===== config.mk =====
export PLATFORM = sky130hd
export DESIGN_NAME = coulomb_count_soc_tracker_core
export DESIGN_NICKNAME = d
export VERILOG_FILES = /design/src/rtl/ccsoc_pkg.sv /design/src/rtl/ccsoc_mul.sv /design/src/rtl/ccsoc_cell.sv /design/src/rtl/coulomb_count_soc_tracker_core.sv
export SDC_FILE = /design/constraint.sdc
export NUM_CORES = 2
export LEC_CHECK = 0
export BUFFER_PORTS_ARGS = -buffer_cell sky130_fd_sc_hd__buf_2
export CAP_MARGIN = 15
export CELL_PAD_IN_SITES_DETAIL_PLACEMENT = 0
export CELL_PAD_IN_SITES_GLOBAL_PLACEMENT = 1
export CORE_ASPECT_RATIO = 0.75
export CORE_MARGIN = 1
export CORE_UTILIZATION = 46
export DETAILED_ROUTE_END_ITERATION = 6
export PLACE_DENSITY_LB_ADDON = 0.2
export SYNTH_ARGS = -nofsm -noshare
export SYNTH_HDL_FRONTEND = slang
export SYNTH_SLANG_ARGS = --single-unit
export TNS_END_PERCENT = 20

===== constraint.sdc =====
create_clock -name i_clk -period 9.4 [get_ports i_clk]
set_input_delay 2.82 -clock i_clk [delete_from_list [all_inputs] [get_ports i_clk]]
set_output_delay 2.82 -clock i_clk [all_outputs]
set_load 0.02 [all_outputs]

===== src/rtl/ccsoc_pkg.sv =====
// Shared types, widths and register codes for the coulomb-counting charge tracker.
`timescale 1ns / 1ps

package ccsoc_pkg;

    // Fixed sizes of the sample and the charge accumulators.
    localparam int NUM_CELLS  = 4;
    localparam int ADC_BITS   = 10;
    localparam int TICK_W     = 32;
    localparam int COEFF_W    = 32;
    localparam int LVL_W      = 14;
    localparam int FRAC_BITS  = 32;
    localparam int CHG_W      = LVL_W + FRAC_BITS;
    localparam int MUL_W      = 32;
    localparam int MUL_P_W    = 2 * MUL_W;
    localparam int DROP_SHIFT = 24;

    // Width of current times ticks, and of the drop after the final shift.
    localparam int PROD_W = ADC_BITS + TICK_W;
    localparam int DROP_W = PROD_W + COEFF_W - DROP_SHIFT;

    localparam int CELL_IDX_W = (NUM_CELLS > 1) ? $clog2(NUM_CELLS) : 1;

    // Configuration port.
    localparam int CFG_IDX_W  = 3;
    localparam int CFG_DATA_W = 32;

    localparam logic [CFG_IDX_W-1:0] CFG_DRAIN_COEFF  = 3'd0;
    localparam logic [CFG_IDX_W-1:0] CFG_FULL_VOLT    = 3'd1;
    localparam logic [CFG_IDX_W-1:0] CFG_EMPTY_VOLT   = 3'd2;
    localparam logic [CFG_IDX_W-1:0] CFG_ALARM_LEVEL  = 3'd3;
    localparam logic [CFG_IDX_W-1:0] CFG_FULL_LEVEL   = 3'd4;

    // Register values after reset.
    localparam logic [COEFF_W-1:0]  RST_DRAIN_COEFF = 32'd81526000;
    localparam logic [ADC_BITS-1:0] RST_FULL_VOLT   = 10'd1018;
    localparam logic [ADC_BITS-1:0] RST_EMPTY_VOLT  = 10'd804;
    localparam logic [LVL_W-1:0]    RST_ALARM_LEVEL = 14'd1000;
    localparam logic [LVL_W-1:0]    RST_FULL_LEVEL  = 14'd9999;
    localparam logic [LVL_W-1:0]    RST_CHARGE_LVL  = 14'd9999;

    typedef logic [CHG_W-1:0] t_charge;

    // One sample beat.
    typedef struct packed {
        logic [ADC_BITS-1:0] current_code;
        logic [ADC_BITS-1:0] volt_cell_a;
        logic [ADC_BITS-1:0] volt_cell_b;
        logic [ADC_BITS-1:0] volt_cell_c;
        logic [ADC_BITS-1:0] volt_cell_d;
        logic [TICK_W-1:0]   elapsed_ticks;
    } t_in_beat;

    // One result beat.
    typedef struct packed {
        logic [LVL_W-1:0] charge_a;
        logic [LVL_W-1:0] charge_b;
        logic [LVL_W-1:0] charge_c;
        logic [LVL_W-1:0] charge_d;
        logic             led_on;
        logic             any_low;
    } t_out_beat;

    // Thresholds that the cell update needs.
    typedef struct packed {
        logic [ADC_BITS-1:0] full_volt;
        logic [ADC_BITS-1:0] empty_volt;
        logic [LVL_W-1:0]    full_level;
        logic [LVL_W-1:0]    alarm_level;
    } t_cell_cfg;

endpackage


===== src/rtl/ccsoc_mul.sv =====
// Shared 32 by 32 unsigned multiplier with a registered product.
`timescale 1ns / 1ps

module ccsoc_mul (
    input  logic                              i_clk,
    input  logic [ccsoc_pkg::MUL_W-1:0]       i_a,
    input  logic [ccsoc_pkg::MUL_W-1:0]       i_b,
    output logic [ccsoc_pkg::MUL_P_W-1:0]     o_p
);
    import ccsoc_pkg::*;

    logic [MUL_P_W-1:0] r_p;

    // The product is registered so the next pass starts from a flop.
    always_ff @(posedge i_clk) begin
        r_p <= MUL_P_W'(i_a) * MUL_P_W'(i_b);
    end

    assign o_p = r_p;

endmodule


===== src/rtl/ccsoc_cell.sv =====
// Per-cell charge update: saturating subtract, voltage overrides and alarm test.
`timescale 1ns / 1ps

module ccsoc_cell (
    input  ccsoc_pkg::t_charge                  i_charge,
    input  logic [ccsoc_pkg::DROP_W-1:0]        i_drop,
    input  logic [ccsoc_pkg::ADC_BITS-1:0]      i_volt,
    input  ccsoc_pkg::t_cell_cfg                i_cfg,
    output ccsoc_pkg::t_charge                  o_charge,
    output logic                                o_low
);
    import ccsoc_pkg::*;

    logic [DROP_W:0] diff;
    t_charge         drained;

    // Subtract the drop; a borrow or an exact zero means the cell is empty.
    assign diff = {1'b0, (DROP_W - CHG_W)'(0), i_charge} - {1'b0, i_drop};

    always_comb begin
        if (diff[DROP_W] || (diff == '0)) begin
            drained = '0;
        end else begin
            drained = diff[CHG_W-1:0];
        end
    end

    // Voltage overrides: the empty test wins when both thresholds are met.
    always_comb begin
        o_charge = drained;
        if (i_volt > i_cfg.full_volt) begin
            o_charge = {i_cfg.full_level, FRAC_BITS'(0)};
        end
        if (i_volt < i_cfg.empty_volt) begin
            o_charge = '0;
        end
    end

    // Below the alarm mark exactly when the whole hundredths are below it.
    assign o_low = (o_charge[CHG_W-1:FRAC_BITS] < i_cfg.alarm_level);

endmodule


===== src/rtl/coulomb_count_soc_tracker_core.sv =====
// Top level of the coulomb-counting state-of-charge tracker with its sequencer.
`timescale 1ns / 1ps

// Usage
// The sample channel (i_in_valid, o_in_stall, i_in_data) takes one beat with the
// pack current code, four cell voltage codes and the elapsed timer ticks. The
// result channel (o_out_valid, i_out_stall, o_out_data) gives one beat per
// sample with the truncated charge of each cell, the LED state and the alarm.
// The configuration channel (i_cfg_valid, o_cfg_ready, i_cfg_index, i_cfg_data)
// is always ready; write it only while no sample is in flight.
// Timing: a sample is accepted in the idle state only. The shared multiplier
// makes three passes (current times ticks, then the low and high halves of that
// product times the coefficient), a sum state adds up the drop, and the cells
// are updated one per cycle. The result beat is then valid in the done state,
// and the next sample can be accepted the cycle after the result is taken.
// While the receiver stalls, the result beat holds and no sample is accepted.
// Reset loads every cell with 99.99 percent, turns the LED off, loads the
// register defaults and drops the result valid output.

module coulomb_count_soc_tracker_core (
    input  logic                             i_clk,
    input  logic                             i_rst_n,
    input  logic                             i_in_valid,
    output logic                             o_in_stall,
    input  ccsoc_pkg::t_in_beat              i_in_data,
    output logic                             o_out_valid,
    input  logic                             i_out_stall,
    output ccsoc_pkg::t_out_beat             o_out_data,
    input  logic                             i_cfg_valid,
    output logic                             o_cfg_ready,
    input  logic [ccsoc_pkg::CFG_IDX_W-1:0]  i_cfg_index,
    input  logic [ccsoc_pkg::CFG_DATA_W-1:0] i_cfg_data
);
    import ccsoc_pkg::*;

    // Sequencer states.
    localparam logic [2:0] S_IDLE = 3'd0;
    localparam logic [2:0] S_MUL0 = 3'd1;
    localparam logic [2:0] S_MUL1 = 3'd2;
    localparam logic [2:0] S_MUL2 = 3'd3;
    localparam logic [2:0] S_SUM  = 3'd4;
    localparam logic [2:0] S_CELL = 3'd5;
    localparam logic [2:0] S_DONE = 3'd6;

    localparam logic [CELL_IDX_W-1:0] LAST_CELL = CELL_IDX_W'(NUM_CELLS - 1);

    logic [2:0]            r_state;
    logic [2:0]            n_state;
    logic [CELL_IDX_W-1:0] r_idx;

    // Configuration registers.
    logic [COEFF_W-1:0]  r_drain_coeff;
    t_cell_cfg           r_cell_cfg;

    // Sample and working registers.
    logic [ADC_BITS-1:0] r_cur;
    logic [TICK_W-1:0]   r_ticks;
    logic [ADC_BITS-1:0] r_volt [NUM_CELLS];
    logic [PROD_W-1:0]   r_prod;
    logic [MUL_P_W-1:0]  r_plo;
    logic [DROP_W-1:0]   r_drop;
    t_charge             r_charge [NUM_CELLS];
    logic                r_led;
    logic                r_any_low;
    logic                n_any_low;

    logic [MUL_W-1:0]    mul_a;
    logic [MUL_W-1:0]    mul_b;
    logic [MUL_P_W-1:0]  mul_p;
    logic [DROP_W-1:0]   drop_sum;
    t_charge             cell_new;
    logic                cell_low;
    logic                in_acc;
    logic                out_acc;

    assign in_acc  = i_in_valid && !o_in_stall;
    assign out_acc = o_out_valid && !i_out_stall;

    // Configuration writes; unknown indexes are ignored.
    assign o_cfg_ready = 1'b1;

    always_ff @(posedge i_clk) begin
        if (!i_rst_n) begin
            r_drain_coeff          <= RST_DRAIN_COEFF;
            r_cell_cfg.full_volt   <= RST_FULL_VOLT;
            r_cell_cfg.empty_volt  <= RST_EMPTY_VOLT;
            r_cell_cfg.alarm_level <= RST_ALARM_LEVEL;
            r_cell_cfg.full_level  <= RST_FULL_LEVEL;
        end else if (i_cfg_valid && o_cfg_ready) begin
            case (i_cfg_index)
                CFG_DRAIN_COEFF: r_drain_coeff          <= i_cfg_data[COEFF_W-1:0];
                CFG_FULL_VOLT:   r_cell_cfg.full_volt   <= i_cfg_data[ADC_BITS-1:0];
                CFG_EMPTY_VOLT:  r_cell_cfg.empty_volt  <= i_cfg_data[ADC_BITS-1:0];
                CFG_ALARM_LEVEL: r_cell_cfg.alarm_level <= i_cfg_data[LVL_W-1:0];
                CFG_FULL_LEVEL:  r_cell_cfg.full_level  <= i_cfg_data[LVL_W-1:0];
                default: ;
            endcase
        end
    end

    // Operand select for the shared multiplier.
    always_comb begin
        case (r_state)
            S_MUL0: begin
                mul_a = MUL_W'(r_cur);
                mul_b = r_ticks;
            end
            S_MUL1: begin
                mul_a = mul_p[MUL_W-1:0];
                mul_b = r_drain_coeff;
            end
            S_MUL2: begin
                mul_a = MUL_W'(r_prod[PROD_W-1:MUL_W]);
                mul_b = r_drain_coeff;
            end
            default: begin
                mul_a = '0;
                mul_b = '0;
            end
        endcase
    end

    ccsoc_mul u_mul (
        .i_clk (i_clk),
        .i_a   (mul_a),
        .i_b   (mul_b),
        .o_p   (mul_p)
    );

    // Drop = (high pass << 8) + (low pass >> 24), exact apart from truncation.
    assign drop_sum = {mul_p[PROD_W-1:0], (MUL_W - DROP_SHIFT)'(0)}
                    + DROP_W'(r_plo[MUL_P_W-1:DROP_SHIFT]);

    ccsoc_cell u_cell (
        .i_charge (r_charge[r_idx]),
        .i_drop   (r_drop),
        .i_volt   (r_volt[r_idx]),
        .i_cfg    (r_cell_cfg),
        .o_charge (cell_new),
        .o_low    (cell_low)
    );

    assign n_any_low = r_any_low || cell_low;

    // Next-state logic of the sequencer.
    always_comb begin
        n_state = r_state;
        case (r_state)
            S_IDLE: if (in_acc) n_state = S_MUL0;
            S_MUL0: n_state = S_MUL1;
            S_MUL1: n_state = S_MUL2;
            S_MUL2: n_state = S_SUM;
            S_SUM:  n_state = S_CELL;
            S_CELL: if (r_idx == LAST_CELL) n_state = S_DONE;
            S_DONE: if (out_acc) n_state = S_IDLE;
            default: n_state = S_IDLE;
        endcase
    end

    // Control state: sequencer, cell index, accumulators, LED and alarm.
    always_ff @(posedge i_clk) begin
        if (!i_rst_n) begin
            r_state   <= S_IDLE;
            r_idx     <= '0;
            r_led     <= 1'b0;
            r_any_low <= 1'b0;
            for (int k = 0; k < NUM_CELLS; k++) begin
                r_charge[k] <= {RST_CHARGE_LVL, FRAC_BITS'(0)};
            end
        end else begin
            r_state <= n_state;
            case (r_state)
                S_SUM: begin
                    r_idx     <= '0;
                    r_any_low <= 1'b0;
                end
                S_CELL: begin
                    r_charge[r_idx] <= cell_new;
                    r_any_low       <= n_any_low;
                    r_idx           <= r_idx + 1'b1;
                    if (r_idx == LAST_CELL) begin
                        r_led <= r_led ^ n_any_low;
                    end
                end
                default: ;
            endcase
        end
    end

    // Sample capture and intermediate products.
    always_ff @(posedge i_clk) begin
        if (in_acc) begin
            r_cur     <= i_in_data.current_code;
            r_ticks   <= i_in_data.elapsed_ticks;
            r_volt[0] <= i_in_data.volt_cell_a;
            r_volt[1] <= i_in_data.volt_cell_b;
            r_volt[2] <= i_in_data.volt_cell_c;
            r_volt[3] <= i_in_data.volt_cell_d;
        end
        if (r_state == S_MUL1) begin
            r_prod <= mul_p[PROD_W-1:0];
        end
        if (r_state == S_MUL2) begin
            r_plo <= mul_p;
        end
        if (r_state == S_SUM) begin
            r_drop <= drop_sum;
        end
    end

    // Handshake outputs and the result beat, held until taken.
    assign o_in_stall  = (r_state != S_IDLE);
    assign o_out_valid = (r_state == S_DONE);

    assign o_out_data.charge_a = r_charge[0][CHG_W-1:FRAC_BITS];
    assign o_out_data.charge_b = r_charge[1][CHG_W-1:FRAC_BITS];
    assign o_out_data.charge_c = r_charge[2][CHG_W-1:FRAC_BITS];
    assign o_out_data.charge_d = r_charge[3][CHG_W-1:FRAC_BITS];
    assign o_out_data.led_on   = r_led;
    assign o_out_data.any_low  = r_any_low;

    // A sample is never taken while a result beat waits.
    a_no_accept_with_result: assert property (@(posedge i_clk) disable iff (!i_rst_n)
        in_acc |-> !o_out_valid)
        else $error("sample accepted while a result beat is pending");

    // An accepted sample always starts the multiplier sequence.
    a_accept_starts_mul: assert property (@(posedge i_clk) disable iff (!i_rst_n)
        in_acc |=> (r_state == S_MUL0))
        else $error("accepted sample did not start the multiplier");

    // A taken result beat is not shown again.
    a_result_once: assert property (@(posedge i_clk) disable iff (!i_rst_n)
        out_acc |=> !o_out_valid)
        else $error("result beat repeated");

    // The LED only changes as a result with the alarm set appears.
    a_led_toggle: assert property (@(posedge i_clk) disable iff (!i_rst_n)
        ($past(i_rst_n) && (r_led != $past(r_led))) |-> (o_out_valid && r_any_low))
        else $error("LED changed without an alarm result");

endmodule


* Word-level counts from Yosys, hierarchy flattened
Memories as Yosys holds them, arrays and structs flattened. A register that Yosys moved wholly into a read port is not among the register bits. Cells that the tools add are included.
Storage, ports and cells: register bits 349, bits in writable memories 224, input bits 122, word-level logic and storage cells 83, memories 2
Cells by class: add/sub/neg operators 3, multiply operators 1, magnitude comparators 3, equal/unequal tests 14, multiplexer cells 24, bitwise operators 1, reductions and logical operators 20
Memory list:
- r_charge | words 4, bits a word 46, read ports 5, clocked after memory_dff 1, write ports 4, RTL line coulomb_count_soc_tracker_core.sv:62 | t_charge r_charge [NUM_CELLS];
- r_volt | words 4, bits a word 10, read ports 1, clocked after memory_dff 1, write ports 4, RTL line coulomb_count_soc_tracker_core.sv:58 | logic [ADC_BITS-1:0] r_volt [NUM_CELLS];
Operator list (number):
- 46-bit two-way mux | 4
- 32-bit one-hot mux with 3 select lines | 1
- 32-bit by 32-bit multiplier with 64-bit output | 1
- 32-bit one-hot mux with 2 select lines | 1
- 51-bit zero test | 1
- 46-bit by 50-bit subtractor with 51-bit output | 1
- 50-bit by 40-bit adder with 50-bit output | 1
- 46-bit OR reduction | 1
- 3-bit one-hot mux with 7 select lines | 1
- 14-bit < comparator | 1
- 3-bit by 2-bit == test with 1-bit output (second input constant) | 4
- 3-bit == test (second input constant) | 4
- 2-bit AND reduction | 6
- 10-bit greater-than comparator | 1
- 10-bit < comparator | 1
- 2-bit two-way mux | 5
- 3-bit two-way mux | 3
- 1-bit two-way mux | 7
- 3-bit by 1-bit == test with 1-bit output (second input constant) | 2
- 3-bit zero test | 2
- 2-bit != test (second input constant) | 2
- 2-bit one-hot mux with 2 select lines | 1
- 3-bit AND reduction | 1
- 3-bit nonzero test | 1
- other kinds (10) | 13

* Longest topological paths before layout
depth after elaboration 9, depth in mapped cells 39, depth with buffers taken out 34

* Modules after synthesis
From an unflattened synthesis, not the netlist that was laid out.
Unflattened totals: cell total of the unflattened synthesis 5907, area, all modules 58904.0 um^2
By module, submodules not included:
- ccsoc_mul | times used 1, cells an instance 3744, area each 34625.7 um^2, seq. area each 1281.2 um^2
- coulomb_count_soc_tracker_core | times used 1, cells an instance 1527, area each 20249.4 um^2, seq. area each 12772.2 um^2
- ccsoc_cell | times used 1, cells an instance 636, area each 4028.9 um^2, seq. area each 0.0 um^2

* Worst setup path after synthesis
OpenSTA, ideal clock, no wires.
kind register -> register, start point reg r_state[2], end point reg u_mul.r_p[62], in the netlist u_mul.o_p[62], library setup time 0.072 ns, data arrival time 9.337 ns, data required time 9.328 ns, path slack -0.010 ns, stages on the path, launching flop included 35, buffers on the path 4, cells stage by stage dfxtp_1 clkbuf_1 nor2b_1 nor2b_1 clkbuf_1 clkbuf_1 clkbuf_1 nand2_1 nor2_1 fa_1 fa_1 inv_1 fa_1 fa_1 inv_1 fa_1 fa_1 fa_1 inv_1 fa_1 inv_1 ha_1 a21o_1 a21o_1 a21o_1 a21o_1 a21oi_1 o21bai_1 a221o_1 o21ai_0 o31ai_1 a221o_1 a221o_1 a221oi_1 xnor2_1
On the way: longest elaborated chain between the ends 4, elaborated cells on any way between the ends 7
Ends and longest elaborated chain:
- start: declaration | RTL line coulomb_count_soc_tracker_core.sv:47 | logic [2:0] r_state;
- start signal: assignment | RTL line coulomb_count_soc_tracker_core.sv:171 | r_state <= n_state;
- 3-bit by 2-bit == test with 1-bit output | RTL line coulomb_count_soc_tracker_core.sv:103 | case (r_state)
- 2-bit OR reduction (no source line)
- 32-bit one-hot mux with 2 select lines | RTL line coulomb_count_soc_tracker_core.sv:103
- 32-bit by 32-bit multiplier with 64-bit output (*) | RTL line ccsoc_mul.sv:16 | r_p <= MUL_P_W'(i_a) * MUL_P_W'(i_b);
- end signal: assignment | RTL line ccsoc_mul.sv:16
- end: declaration | RTL line ccsoc_mul.sv:12 | logic [MUL_P_W-1:0] r_p;
Mark *: on every way between the ends. The rest lies on a longest branch, timed or not. A chain may end at the register's enable or synchronous reset.

* Worst setup path after layout
start point reg r_state[1], end point reg u_mul.r_p[63], in the netlist u_mul.o_p[63]
The elaborated chain is that of the path after synthesis.

==> out/results.ini <==
[outcome]
outcome = finished clean

[yosys]
yosys.area.top_type_share_pct = 31.44
avgSynthCellArea_sq_um = 9.639
ys_ff_latch = 519
yosysMostFrequentCell = inv_1
ys.flop_type = edfxtp_1
synth_cell_types = 82
async_reset_ff_share_pct = 0
synth_area_leaders = fa_1 (31%), edfxtp_1 (19%), ha_1 (8.2%), inv_1 (6.7%), nand2_1 (5.8%)
synth_enable_flop_cells = 366
netlist_area_sq_mm = 0.05718
synth_common_cells = inv_1 (1021), fa_1 (898), nand2_1 (888)
synthCells = 5932
synth_nets = 7326
ys_warn_count = 0
synth_largest_area_cell = fa_1
ys_seq_area_share_pct = 24.58

[cts]
cts_buffers = 52
clkTransAtPathRegs_ns = 0.07
cts_hold_buf = 0
cts.sinks = 519
cts_root_buffer = clkbuf_16
h-tree-depth = 2
tritoncts = yes
clock_latency_ns = 0.63
cts_max_path_buffers = 3

[place]
placed_area_sq_mm = 0.06104
gp_congestion = 0.9710
dpl.hpwl_um = 157700
port_buffers = 181

[sta]
fmax_mhz = 109.1
skew_ns = 0.03784
slew_violations = 0
hold_viol_final = 0
setup_violations = 0
fin_crit_ns = 9.168
relSlewSlack_pct = 25.80
whs_ns = 0.4112
final.period_utilization_pct = 97.53
tightestPinTransition_ns = 1.110

[worst_setup_path]
critPathArrivalTime_ns = 9.70
slowest_delay_ns = 0.55
cp-start-kind = flip-flop
required_ns = 9.93
cp_max_fo = 14
cpMaxStageDelayCell = fa_1
endpoint_kind = flip-flop
crit_type = reg -> reg
crit_top_cell = fa_1

[power]
p_leak_uw = 0.02896
clkPwrFrac_pct = 28.6
comb_power_share_pct = 33.5
power.density_mw_per_mm2 = 120.2
ir_worst_vdd_mv = 0.1376
p_sw_share_pct = 37.02
p_seq_share_pct = 37.8
p_int_uw = 4795
netSwitchingPower_uw = 2818

[floorplanning]
dieArea_sq_mm = 0.1257
start_util_pct = 46.57
coreArea_sq_mm = 0.1228
die_h_um = 307.3
die_w_um = 409.1
ios = 183
rows = 111

[min_path]
min_path_type = reg -> reg

[flow_run]
cap_violations = 0

[route]
ant_nets = 0
drtIter0Drc = 4453
via_per_inst = 5.600
dr.pass1.iters = 5
vias = 43436
wl_per_cell_um = 25.92
drt-total-wl_um = 201100
drcViolationCount = 0

[grt]
grt_max_degree = 94
grt_pass1_vias = 43512
grt_use_total_pct = 31.90
grt-ovfl-total = 0
grt_pass1_wl_um = 292400
antenna_found_initial = 14

[final_layout]
area_delta_synth_final_pct = 10.78
regArea_sq_mm = 0.01406
fin_area_sq_mm = 0.06334
final_util_pct = 51.59
multi_input_area_sq_mm = 0.03790
drive_above_1_share_pct = 11.34
nNetsFinal = 7466
n_fill_cell = 11425

## worst max-delay path, delay by kind of cell (launching register included)
family | cells | cell delay [ns]
xor+xnor | 1 | 0.14
buf+inv | 8 | 0.81
flops | 1 | 0.37
simple gates | 4 | 0.81
fa+ha+maj | 9 | 4.31
compound gates | 11 | 2.62
## power by group through the flow
stage	Combinational (uW)	Sequential [uW]	Clock, uW
finish	2550	2880	2180
floorplan	1450	2750	0
detailed placement	2450	2910	0
global route	2750	2880	2300
CTS	2470	2860	2210
global placement	2440	2910	0
## cell type report
| class | instances | area share, % |
|---|---|---|
| clock buffer | 59 | 2.112 |
| inverter | 1021 | 6.050 |
| tap | 1638 | 3.235 |
| antenna | 6 | 0.02370 |
| sequential | 519 | 22.20 |
| clock inverter | 36 | 0.6222 |
| timing repair buffer | 451 | 5.928 |
| multi-input combinational | 4027 | 59.83 |
## routing by layer
layer  routed length, um  vias to the layer above  track usage, %
met5                   0                        -               0
met4                5321                        0           7.697
met3               21000                      266           7.111
met2               82900                     1999           45.52
met1               91840                    22120           48.82
li1                    -                    19051               -
## sequential cells by signal, summed over array words and instances (netlist names), 10 cells and up, named ones only
register and cells:
r_drop 50, r_plo 40, r_cell_cfg 48, u_mul.o_p 64, r_drain_coeff 32, r_cur 10
r_volt 40, r_charge 184, r_ticks 32, r_prod 10
## cells by family after synthesis
| family | after synthesis | synth area share [%] |
|---|---|---|
| adder cells (fa/ha/maj) | 1272 | 39.62 |
| multiplexers | 73 | 2.532 |
| XOR/XNOR | 131 | 2.007 |
| AND/OR/NAND/NOR | 1909 | 13.92 |
| AO/OA/AOI/OAI | 641 | 7.705 |
| flip-flops | 519 | 24.58 |
| buffers and inverters | 1386 | 9.626 |
| other | 1 | 0.006558 |
## timing repair
action                                  4_1_cts  5_1_grt
setup buffers                                 0       17
pin swaps                                     0        5
endpoints found under the setup margin        5       13
resized for setup                            14       64
cloned                                        0        6
## cells in the final DEF, fill, tap and decap left out, types with 56 or more instances in the layout
cell type / netlist / routed
dfxtp_1: 153 / 149
nand2_1: 888 / 873
nor2_1: 639 / 635
mux4_2: 56 / 56
nand3_1: 60 / 60
ha_1: 374 / 373
xnor2_1: 87 / 87
a21oi_1: 146 / 140
o21ai_0: 81 / 76
fa_1: 898 / 895
buf_4: 60 / 191
clkbuf_16: 0 / 57
buf_2: 7 / 183
a21o_1: 90 / 89
edfxtp_1: 366 / 366
nor3_1: 133 / 132
inv_1: 1021 / 1021
## through the flow
| stage | power [uW] | setup slack (ns) | setup TNS, ns | cells |
|---|---|---|---|---|
| 5_1_grt | 7923 | -0.03598 | -0.07735 | 7753 |
| 4_1_cts | 7544 | 0.01669 | 0 | 7724 |
| 3_3_place_gp | 5347 | -0.6353 | -2.382 | 7627 |
| 6_report | 7614 | 0.2324 | 0 | 7757 |
| 3_5_place_dp | 5355 | -0.2534 | -0.5440 | 7629 |
| 2_1_floorplan | 4199 | 0.2254 | 0 | 5932 |
## final timing paths
| check | cells after the start | slack (ns) | endpoint | start |
|---|---|---|---|---|
| worst min register to register | 0 | 0.41 | r_plo[58] | u_mul.o_p[58] |
| worst min-delay path | 0 | 0.41 | r_plo[58] | u_mul.o_p[58] |
| worst max register to register | 33 | 0.23 | u_mul.o_p[63] | r_state[1] |
| worst max-delay path | 33 | 0.23 | u_mul.o_p[63] | r_state[1] |
Power figures use the tool's default switching activity.
